**config.mk**
```make
export PLATFORM = sky130hd
export DESIGN_NAME = indexed_sequence_store
export DESIGN_NICKNAME = d
export VERILOG_FILES = /design/src/rtl/core/isq_pkg.sv /design/src/rtl/core/isq_ram.sv /design/src/rtl/core/isq_engine.sv /design/src/rtl/core/indexed_sequence_store.sv
export SDC_FILE = /design/constraint.sdc
export NUM_CORES = 2
export LEC_CHECK = 0
export BUFFER_PORTS_ARGS = -buffer_cell sky130_fd_sc_hd__buf_4
export CORE_ASPECT_RATIO = 1.75
export CORE_MARGIN = 5
export CORE_UTILIZATION = 63
export DETAILED_ROUTE_END_ITERATION = 16
export PLACE_DENSITY = 0.83
export SYNTH_ARGS = -nofsm -noshare
export SYNTH_HDL_FRONTEND = slang
export SYNTH_SLANG_ARGS = --single-unit
```
**constraint.sdc**
```tcl
create_clock -name clk -period 7.12 [get_ports clk]
set_input_delay 0.712 -clock clk [delete_from_list [all_inputs] [get_ports clk]]
set_output_delay 0.712 -clock clk [all_outputs]
set_load 0.02 [all_outputs]
```
**src/rtl/core/isq_pkg.sv**
```systemverilog
`default_nettype none

package isq_pkg;

  // default sizing of the store
  localparam int ISQ_DEPTH  = 64;
  localparam int ISQ_DATA_W = 32;

  // fixed field widths of the channels
  localparam int OP_W    = 3;
  localparam int VALUE_W = 32;
  localparam int POS_W   = 8;
  localparam int CNT_O_W = 7;

  // operation codes
  typedef enum logic [OP_W-1:0] {
    OP_APPEND  = 3'd0,
    OP_INSERT  = 3'd1,
    OP_DELETE  = 3'd2,
    OP_SEARCH  = 3'd3,
    OP_REVERSE = 3'd4,
    OP_ORDERED = 3'd5,
    OP_READ    = 3'd6
  } op_t;

  // sequencer states
  typedef enum logic [3:0] {
    ST_IDLE,
    ST_SHIFT_RD,
    ST_SHIFT_WR,
    ST_DEL_RD,
    ST_DEL_WR,
    ST_SRCH_RD,
    ST_SRCH_CMP,
    ST_REV_RDA,
    ST_REV_RDB,
    ST_REV_WRA,
    ST_REV_WRB,
    ST_READ_RD,
    ST_READ_WAIT,
    ST_DONE
  } state_t;

  // one result word as handed from the engine to the output stage
  typedef struct packed {
    logic                      ok;
    logic                      full_flag;
    logic [CNT_O_W-1:0]        found_position;
    logic signed [VALUE_W-1:0] read_value;
    logic [CNT_O_W-1:0]        element_count;
  } res_t;

endpackage

`default_nettype wire

```
**src/rtl/core/isq_ram.sv**
```systemverilog
`default_nettype none

module isq_ram #(
  parameter int WIDTH = 32,
  parameter int DEPTH = 64
) (
  input  wire logic                     clk,
  input  wire logic                     we,
  input  wire logic [$clog2(DEPTH)-1:0] waddr,
  input  wire logic [WIDTH-1:0]         wdata,
  input  wire logic                     re,
  input  wire logic [$clog2(DEPTH)-1:0] raddr,
  output logic      [WIDTH-1:0]         rdata
);

  logic [WIDTH-1:0] mem [DEPTH];

  // write port
  always_ff @(posedge clk) begin
    if (we) begin
      mem[waddr] <= wdata;
    end
  end

  // registered read, holds between reads
  always_ff @(posedge clk) begin
    if (re) begin
      rdata <= mem[raddr];
    end
  end

endmodule

`default_nettype wire

```
**src/rtl/core/isq_engine.sv**
```systemverilog
`default_nettype none

module isq_engine import isq_pkg::*; #(
  parameter int DEPTH      = ISQ_DEPTH,
  parameter int DATA_WIDTH = ISQ_DATA_W
) (
  input  wire logic                      clk,
  input  wire logic                      rst_n,
  input  wire logic                      in_valid,
  output logic                           in_ready,
  input  wire logic [OP_W-1:0]           in_op,
  input  wire logic signed [VALUE_W-1:0] in_value,
  input  wire logic [POS_W-1:0]          in_position,
  output logic                           res_valid,
  input  wire logic                      res_ready,
  output res_t                           res,
  output logic                           ram_we,
  output logic [$clog2(DEPTH)-1:0]       ram_waddr,
  output logic [DATA_WIDTH-1:0]          ram_wdata,
  output logic                           ram_re,
  output logic [$clog2(DEPTH)-1:0]       ram_raddr,
  input  wire logic [DATA_WIDTH-1:0]     ram_rdata
);

  localparam int AW = $clog2(DEPTH);
  localparam int CW = $clog2(DEPTH + 1);
  localparam int PW = ((CW > POS_W) ? CW : POS_W) + 1;

  state_t                state_r, state_nxt;
  op_t                   op_r, op_nxt;
  logic [DATA_WIDTH-1:0] key_r, key_nxt;
  logic [CW-1:0]         ptr_r, ptr_nxt;
  logic [CW-1:0]         tgt_r, tgt_nxt;
  logic [CW-1:0]         hi_r, hi_nxt;
  logic [DATA_WIDTH-1:0] tmp_r, tmp_nxt;
  logic [CW-1:0]         count_r, count_nxt;
  logic                  ok_r, ok_nxt;
  logic                  full_r, full_nxt;
  logic [CW-1:0]         found_r, found_nxt;
  logic [DATA_WIDTH-1:0] rd_r, rd_nxt;

  logic                  accept;
  op_t                   in_opc;
  logic [63:0]           in_ext;
  logic [DATA_WIDTH-1:0] in_key;
  logic [PW-1:0]         pos_w, cnt_w;
  logic                  ins_ok, sel_ok, is_full, few;
  logic [CW-1:0]         pos_m1, ptr_m1, ptr_p1;
  logic                  at_tgt, del_end, srch_end, rev_go;
  logic                  eq, le, hit;
  logic signed [63:0]    rd_ext;

  // input decode
  assign accept   = in_valid && in_ready;
  assign in_opc   = op_t'(in_op);
  assign in_ext   = 64'($signed(in_value));
  assign in_key   = in_ext[DATA_WIDTH-1:0];
  assign pos_w    = PW'(in_position);
  assign cnt_w    = PW'(count_r);
  assign ins_ok   = (in_position != '0) && (pos_w <= cnt_w + PW'(1));
  assign sel_ok   = (in_position != '0) && (pos_w <= cnt_w);
  assign pos_m1   = CW'(pos_w - PW'(1));
  assign is_full  = (count_r == CW'(DEPTH));
  assign few      = (count_r < CW'(2));

  // loop bookkeeping
  assign ptr_m1   = ptr_r - 1'b1;
  assign ptr_p1   = ptr_r + 1'b1;
  assign at_tgt   = (ptr_r == tgt_r);
  assign del_end  = (ptr_p1 == count_r);
  assign srch_end = (ptr_r == count_r);
  assign rev_go   = (ptr_r < hi_r);

  // shared compare unit: equality for search, signed less-or-equal for ordered insert
  assign eq  = (ram_rdata == key_r);
  assign le  = ($signed(key_r) <= $signed(ram_rdata));
  assign hit = (op_r == OP_SEARCH) ? eq : le;

  // next state
  always_comb begin
    state_nxt = state_r;
    case (state_r)
      ST_IDLE: begin
        if (in_valid) begin
          case (in_opc)
            OP_APPEND:  state_nxt = is_full ? ST_DONE : ST_SHIFT_RD;
            OP_INSERT:  state_nxt = (ins_ok && !is_full) ? ST_SHIFT_RD : ST_DONE;
            OP_DELETE:  state_nxt = sel_ok ? ST_DEL_RD : ST_DONE;
            OP_SEARCH:  state_nxt = ST_SRCH_RD;
            OP_ORDERED: state_nxt = is_full ? ST_DONE : ST_SRCH_RD;
            OP_REVERSE: state_nxt = few ? ST_DONE : ST_REV_RDA;
            OP_READ:    state_nxt = sel_ok ? ST_READ_RD : ST_DONE;
            default:    state_nxt = ST_DONE;
          endcase
        end
      end
      ST_SHIFT_RD:  state_nxt = at_tgt ? ST_DONE : ST_SHIFT_WR;
      ST_SHIFT_WR:  state_nxt = ST_SHIFT_RD;
      ST_DEL_RD:    state_nxt = del_end ? ST_DONE : ST_DEL_WR;
      ST_DEL_WR:    state_nxt = ST_DEL_RD;
      ST_SRCH_RD: begin
        if (srch_end) begin
          state_nxt = (op_r == OP_ORDERED) ? ST_SHIFT_RD : ST_DONE;
        end else begin
          state_nxt = ST_SRCH_CMP;
        end
      end
      ST_SRCH_CMP: begin
        if (hit) begin
          state_nxt = (op_r == OP_ORDERED) ? ST_SHIFT_RD : ST_DONE;
        end else begin
          state_nxt = ST_SRCH_RD;
        end
      end
      ST_REV_RDA:   state_nxt = rev_go ? ST_REV_RDB : ST_DONE;
      ST_REV_RDB:   state_nxt = ST_REV_WRA;
      ST_REV_WRA:   state_nxt = ST_REV_WRB;
      ST_REV_WRB:   state_nxt = ST_REV_RDA;
      ST_READ_RD:   state_nxt = ST_READ_WAIT;
      ST_READ_WAIT: state_nxt = ST_DONE;
      ST_DONE:      state_nxt = res_ready ? ST_IDLE : ST_DONE;
      default:      state_nxt = ST_IDLE;
    endcase
  end

  // handshake and memory port controls
  always_comb begin
    in_ready  = (state_r == ST_IDLE);
    res_valid = (state_r == ST_DONE);
    ram_we    = 1'b0;
    ram_waddr = AW'(ptr_r);
    ram_wdata = ram_rdata;
    ram_re    = 1'b0;
    ram_raddr = AW'(ptr_r);
    case (state_r)
      ST_SHIFT_RD: begin
        if (at_tgt) begin
          ram_we    = 1'b1;
          ram_waddr = AW'(tgt_r);
          ram_wdata = key_r;
        end else begin
          ram_re    = 1'b1;
          ram_raddr = AW'(ptr_m1);
        end
      end
      ST_SHIFT_WR: ram_we = 1'b1;
      ST_DEL_RD: begin
        ram_re    = !del_end;
        ram_raddr = AW'(ptr_p1);
      end
      ST_DEL_WR:  ram_we = 1'b1;
      ST_SRCH_RD: ram_re = !srch_end;
      ST_REV_RDA: ram_re = rev_go;
      ST_REV_RDB: begin
        ram_re    = 1'b1;
        ram_raddr = AW'(hi_r);
      end
      ST_REV_WRA: ram_we = 1'b1;
      ST_REV_WRB: begin
        ram_we    = 1'b1;
        ram_waddr = AW'(hi_r);
        ram_wdata = tmp_r;
      end
      ST_READ_RD: begin
        ram_re    = 1'b1;
        ram_raddr = AW'(tgt_r);
      end
      default: ;
    endcase
  end

  // datapath register updates
  always_comb begin
    op_nxt    = op_r;
    key_nxt   = key_r;
    ptr_nxt   = ptr_r;
    tgt_nxt   = tgt_r;
    hi_nxt    = hi_r;
    tmp_nxt   = tmp_r;
    count_nxt = count_r;
    ok_nxt    = ok_r;
    full_nxt  = full_r;
    found_nxt = found_r;
    rd_nxt    = rd_r;
    case (state_r)
      ST_IDLE: begin
        if (accept) begin
          op_nxt    = in_opc;
          key_nxt   = in_key;
          ok_nxt    = 1'b0;
          full_nxt  = 1'b0;
          found_nxt = '0;
          rd_nxt    = '0;
          case (in_opc)
            OP_APPEND: begin
              full_nxt = is_full;
              ptr_nxt  = count_r;
              tgt_nxt  = count_r;
            end
            OP_INSERT: begin
              full_nxt = ins_ok && is_full;
              ptr_nxt  = count_r;
              tgt_nxt  = pos_m1;
            end
            OP_DELETE: ptr_nxt = pos_m1;
            OP_SEARCH: begin
              ok_nxt  = 1'b1;
              ptr_nxt = '0;
            end
            OP_ORDERED: begin
              full_nxt = is_full;
              ptr_nxt  = '0;
            end
            OP_REVERSE: begin
              ok_nxt  = 1'b1;
              ptr_nxt = '0;
              hi_nxt  = count_r - 1'b1;
            end
            OP_READ: tgt_nxt = pos_m1;
            default: ;
          endcase
        end
      end
      ST_SHIFT_RD: begin
        if (at_tgt) begin
          count_nxt = count_r + 1'b1;
          ok_nxt    = 1'b1;
        end
      end
      ST_SHIFT_WR: ptr_nxt = ptr_m1;
      ST_DEL_RD: begin
        if (del_end) begin
          count_nxt = count_r - 1'b1;
          ok_nxt    = 1'b1;
        end
      end
      ST_DEL_WR: ptr_nxt = ptr_p1;
      ST_SRCH_RD: begin
        // no element at or above the key: ordered insert lands at the tail
        if (srch_end) begin
          tgt_nxt = count_r;
        end
      end
      ST_SRCH_CMP: begin
        if (hit) begin
          if (op_r == OP_ORDERED) begin
            tgt_nxt = ptr_r;
            ptr_nxt = count_r;
          end else begin
            found_nxt = ptr_p1;
          end
        end else begin
          ptr_nxt = ptr_p1;
        end
      end
      ST_REV_RDB: tmp_nxt = ram_rdata;
      ST_REV_WRB: begin
        ptr_nxt = ptr_p1;
        hi_nxt  = hi_r - 1'b1;
      end
      ST_READ_WAIT: begin
        rd_nxt = ram_rdata;
        ok_nxt = 1'b1;
      end
      default: ;
    endcase
  end

  always_ff @(posedge clk) begin
    if (!rst_n) begin
      state_r <= ST_IDLE;
      count_r <= '0;
    end else begin
      state_r <= state_nxt;
      count_r <= count_nxt;
    end
  end

  always_ff @(posedge clk) begin
    op_r    <= op_nxt;
    key_r   <= key_nxt;
    ptr_r   <= ptr_nxt;
    tgt_r   <= tgt_nxt;
    hi_r    <= hi_nxt;
    tmp_r   <= tmp_nxt;
    ok_r    <= ok_nxt;
    full_r  <= full_nxt;
    found_r <= found_nxt;
    rd_r    <= rd_nxt;
  end

  // result word
  assign rd_ext = 64'($signed(rd_r));
  always_comb begin
    res.ok             = ok_r;
    res.full_flag      = full_r;
    res.found_position = CNT_O_W'(found_r);
    res.read_value     = rd_ext[VALUE_W-1:0];
    res.element_count  = CNT_O_W'(count_r);
  end

  // a taken item leaves the engine busy in the next cycle
  a_busy_after_accept: assert property (@(posedge clk) disable iff (!rst_n)
    accept |=> !in_ready)
    else $error("engine ready right after taking a word");

  // a finished result holds until the output stage takes it
  a_done_holds: assert property (@(posedge clk) disable iff (!rst_n)
    (res_valid && !res_ready) |=> (res_valid && $stable(res)))
    else $error("result changed while waiting");

  // the compare step only looks at stored entries
  a_search_in_range: assert property (@(posedge clk) disable iff (!rst_n)
    (state_r == ST_SRCH_CMP) |-> (ptr_r < count_r))
    else $error("search compared past the stored elements");

  // a delete move stays inside the stored elements
  a_delete_in_range: assert property (@(posedge clk) disable iff (!rst_n)
    (state_r == ST_DEL_WR) |-> (ptr_p1 < count_r))
    else $error("delete moved past the stored elements");

endmodule

`default_nettype wire

```
**src/rtl/core/indexed_sequence_store.sv**
```systemverilog
// indexed_sequence_store: bounded ordered list of signed values with 1-based positions.
// Input channel (in_valid/in_ready) takes one word: op, value, position. Ops are append,
// insert at position, delete at position, search, reverse, ordered insert and read.
// Result channel (out_valid/out_ready) returns one word per input word: ok, full flag,
// found position, read value and element count after the operation.
// One word is worked on at a time through a single-port-read, single-port-write RAM;
// every element move or compare is one RAM read followed by a write or a compare.
// in_ready is high only while the sequencer is idle; results land in an output
// register, so the sequencer can start the next word while a result waits there.
// If the receiver stalls with the output register full, the next finished result
// waits inside the sequencer and no new word is taken.
// Reset (rst_n low, synchronous) empties the list and clears the output valid flag;
// the RAM contents are not cleared, only entries below the count are ever read.
`default_nettype none

module indexed_sequence_store import isq_pkg::*; #(
  parameter int DEPTH      = ISQ_DEPTH,
  parameter int DATA_WIDTH = ISQ_DATA_W
) (
  input  wire logic                      clk,
  input  wire logic                      rst_n,
  input  wire logic                      in_valid,
  output logic                           in_ready,
  input  wire logic [OP_W-1:0]           in_op,
  input  wire logic signed [VALUE_W-1:0] in_value,
  input  wire logic [POS_W-1:0]          in_position,
  output logic                           out_valid,
  input  wire logic                      out_ready,
  output logic                           out_ok,
  output logic                           out_full_flag,
  output logic [CNT_O_W-1:0]             out_found_position,
  output logic signed [VALUE_W-1:0]      out_read_value,
  output logic [CNT_O_W-1:0]             out_element_count
);

  localparam int AW = $clog2(DEPTH);

  logic                  res_valid, res_ready;
  res_t                  res;
  logic                  ram_we, ram_re;
  logic [AW-1:0]         ram_waddr, ram_raddr;
  logic [DATA_WIDTH-1:0] ram_wdata, ram_rdata;

  logic out_valid_r, out_valid_nxt;
  res_t out_res_r, out_res_nxt;

  // sequencer and datapath
  isq_engine #(
    .DEPTH      (DEPTH),
    .DATA_WIDTH (DATA_WIDTH)
  ) u_engine (
    .clk         (clk),
    .rst_n       (rst_n),
    .in_valid    (in_valid),
    .in_ready    (in_ready),
    .in_op       (in_op),
    .in_value    (in_value),
    .in_position (in_position),
    .res_valid   (res_valid),
    .res_ready   (res_ready),
    .res         (res),
    .ram_we      (ram_we),
    .ram_waddr   (ram_waddr),
    .ram_wdata   (ram_wdata),
    .ram_re      (ram_re),
    .ram_raddr   (ram_raddr),
    .ram_rdata   (ram_rdata)
  );

  // element storage
  isq_ram #(
    .WIDTH (DATA_WIDTH),
    .DEPTH (DEPTH)
  ) u_store (
    .clk   (clk),
    .we    (ram_we),
    .waddr (ram_waddr),
    .wdata (ram_wdata),
    .re    (ram_re),
    .raddr (ram_raddr),
    .rdata (ram_rdata)
  );

  // output register, loads when empty or being drained
  assign res_ready = !out_valid_r || out_ready;

  always_comb begin
    out_valid_nxt = out_valid_r;
    out_res_nxt   = out_res_r;
    if (out_valid_r && out_ready) begin
      out_valid_nxt = 1'b0;
    end
    if (res_valid && res_ready) begin
      out_valid_nxt = 1'b1;
      out_res_nxt   = res;
    end
  end

  always_ff @(posedge clk) begin
    if (!rst_n) begin
      out_valid_r <= 1'b0;
    end else begin
      out_valid_r <= out_valid_nxt;
    end
  end

  always_ff @(posedge clk) begin
    out_res_r <= out_res_nxt;
  end

  assign out_valid          = out_valid_r;
  assign out_ok             = out_res_r.ok;
  assign out_full_flag      = out_res_r.full_flag;
  assign out_found_position = out_res_r.found_position;
  assign out_read_value     = out_res_r.read_value;
  assign out_element_count  = out_res_r.element_count;

endmodule

`default_nettype wire

```
==> impl_metrics.yaml <==
power:
  cellPowerDensity_nw_per_um2: 503.1
  seqPwrFrac_pct: 36.9
  power_frac_comb_pct: 41.9
  p_int_mw: 30.29
  p_leak_nw: 31.61
  p_sw_mw: 19.59
  sw_frac_of_total_pct: 39.27
  max-vdd-ir-drop_mv: 0.7566
  pwr-share-clk_pct: 21.2
cells_and_area:
  final_cell_mix: "2,257 x edfxtp_1, 360 x mux4_2, 351 x nand2_1, 261 x buf_4, 215 x a21oi_1"
  drive_above_1_share_pct: 20.37
  syn_to_final_growth_pct: 10.99
  nNetsFinal: 5022
  final_common_cell: "edfxtp_1"
logic_synthesis:
  synth-seq-area-share_pct: 76.14
  ys_ff_latch: 2269
  ys.flop_type: "edfxtp_1"
  synthesis.nets: 4845
  synth_area_leaders: "edfxtp_1 76%, mux4_2 9.1%, a22oi_1 1.6%, nand2_1 1.6%, mux2i_1 1.2%"
  synth_cells: 4739
  avgSynthCellArea_sq_um: 18.85
  yosysTopAreaCell: "edfxtp_1"
  synth_edf_count: 2257
  yosysWarningCount: 0
  ys_async_sr_fraction_pct: 0
  synth_top_area_share_pct: 75.87
  syn-cell-area_sq_um: 89330
  yosysUniqueCellTypes: 81
clock_tree:
  cts_buffer_depth: 3
  clock_sinks: 2269
  cts_setup_buffers: 0
  h-tree-depth: 4
  cts_hold_buf: 0
  cts_root_buf: "clkbuf_16"
  path_clk_slew_ps: 70
  cts_tree: "done"
  cts-buffers-inserted: 178
  clock_latency_ps: 870
  cts_resized: 0
sta:
  drv_slew: 0
  worst_slack_ps: 1116
  finalSetupTns_ps: 0
  grt_setup_unrepaired: "no"
  fin_worst_skew_ps: 50.23
  fin_crit_ps: 6004
  fmax_ghz: 0.1666
  hold_violations: 0
  setup_violations: 0
  relSlewSlack_pct: 0.1405
  tightest_slew_ps: 1460
  fin_crit_sh_pct: 84.33
outcome:
  outcome: "finished, violations left"
  violations: "capacitance limit"
route:
  vias: 53620
  drc: 0
  routed_via_density: 7.762
  wire_per_inst_um: 41.06
  ant_nets: 0
  drtPass1Iterations: 8
  drtIter0Drc: 10290
  finalWirelength_um: 283600
worst_setup_path:
  startpoint_type: "flop"
  worstSetupStartpoint: "u_engine.state_r[3]$_SDFFE_PN0P_"
  r2r_end: "u_store.rdata[10]$_DFFE_PP_"
  rr_worst_depth: 9
  arrival_ps: 6550
  end_kind: "flop"
  crit_required_ps: 7660
  path_class: "reg2reg"
  reg2reg_from: "u_engine.state_r[3]$_SDFFE_PN0P_"
  reg2reg_slack_ps: 1120
  crit_fanout: 38
  crit_end: "u_store.rdata[10]$_DFFE_PP_"
worst_hold_path:
  min_path_type: "in2reg"
  hold_path_startpoint: "in_value[3]"
placement:
  dp_hpwl_um: 157400
  place_congestion: 0.9579
  io_buffers: 96
  pre_cts_slack_ps: 1100
floorplan:
  die_h_um: 508.1
  die-area_sq_um: 149700
  die_x_um: 294.7
  core_sq_um: 140700
  placementRows: 182
  start_util_pct: 63.48
  pin_count: 97
global_routing:
  grt-ovfl-total: 0
  antenna_found_initial: 14
  first_global_vias: 53150
  grt_pass1_wl_um: 395500
  gr-usage-all-layers_pct: 37.70
  grt_max_degree: 111
flow_run:
  maxCapViolCount: 1
cells in the mapped netlist (all sizes together), types with 5 or more instances:
| cell type | instances |
|---|---|
| nor3 | 57 |
| and4 | 30 |
| edfxtp | 2257 |
| nor4b | 6 |
| nand2 | 374 |
| a32o | 27 |
| a32oi | 14 |
| a22oi | 187 |
| mux2i | 110 |
| o21a | 7 |
| clkbuf | 124 |
| a22o | 16 |
| nor2 | 125 |
| or3 | 10 |
| o211ai | 6 |
| nand2b | 14 |
| a2111oi | 25 |
| a311oi | 12 |
| dfxtp | 12 |
| a21oi | 216 |
| nand4 | 43 |
| mux4 | 360 |
| nor4 | 6 |
| inv | 60 |
| a31oi | 5 |
| o221ai | 7 |
| o21ai | 44 |
| nand3b | 5 |
| o22ai | 17 |
| nand3 | 46 |
| a221o | 13 |
| a21o | 25 |
| and3 | 27 |
| buf | 156 |
| and2 | 11 |
| xnor2 | 45 |
| nor2b | 11 |
| xor2 | 8 |
| ha | 59 |
| a211oi | 17 |
| a221oi | 108 |
area by class of cell:
cell class | instances | area [sq um]
diodes | 6 | 15.01
well taps | 1840 | 2302
fillers | 7616 | 41590
multi-input cells | 2129 | 20280
clock buffers | 206 | 4569
flip-flops and latches | 2269 | 68020
repair buffers | 277 | 2220
inverters | 61 | 229.0
clock inverters | 120 | 1511
critical path, cell delays in order (launching register included):
cell and delay (ps):
dfxtp_1 960, nand2b_1 430, nor2_1 330, or3_1 510, o22ai_4 590, buf_12 390
buf_4 370, mux4_2 570, a2111oi_0 1250, nand4_1 230
flip-flops by register name, summed over array words and instances (netlist names), 32 cells and up:
name / flops
u_store.mem: 2048
out_read_value: 32
u_store.rdata: 32
u_engine.rd_r: 32
u_engine.tmp_r: 32
u_engine.key_r: 32
per-layer routing:
metal	track usage (%)	vias to the layer above	share of wire [%]
met5	0	-	0.032
met4	28.22	14	10
met3	11.15	1713	14
met2	59.76	6041	47
met1	43.66	26030	28
li1	-	19820	-
cell families after synthesis:
logic type | share of synthesized area, %
and+or+nand+nor | 4.105
muxes | 10.31
AOI/OAI and AO/OA | 6.159
xor gates and xnor gates | 0.5701
DFF | 76.14
adders and majority gates | 0.8264
buffers and inverters | 1.892
worst min-delay path by stage:
stage                                           end  slack, ps  cells past startpoint
floorplan           out_found_position[0]$_DFFE_PP_        400                      0
global placement       out_read_value[11]$_DFFE_PP_        400                      0
detailed placement     out_read_value[21]$_DFFE_PP_        400                      0
CTS                     u_engine.key_r[5]$_DFFE_PP_         20                      1
global route            u_engine.key_r[3]$_DFFE_PP_         30                      1
finish                  u_engine.key_r[3]$_DFFE_PP_         50                      1
power groups by stage:
stage	clock network [mW]	registers (mW)	logic (mW)
floorplan	0	18.3	13.0
global route	11.1	18.4	21.3
finish	10.6	18.4	20.9
CTS	10.5	18.3	20.1
global placement	0	18.5	18.8
detailed placement	0	18.6	19.3
stage by stage:
step	std cells	instance area (sq um)	util (%)	total power, mW	hold slack [ps]
6_report	6908	99140	70.45	49.88	50.47
5_1_grt	6903	99130	70.44	50.84	29.49
4_1_cts	6901	99120	70.43	48.93	24.84
3_5_place_dp	6575	93040	66.11	37.92	404.5
3_3_place_gp	6572	93020	66.10	37.34	400.7
2_1_floorplan	4739	89330	-	31.27	400.3
(Power assumes the default switching activity.)
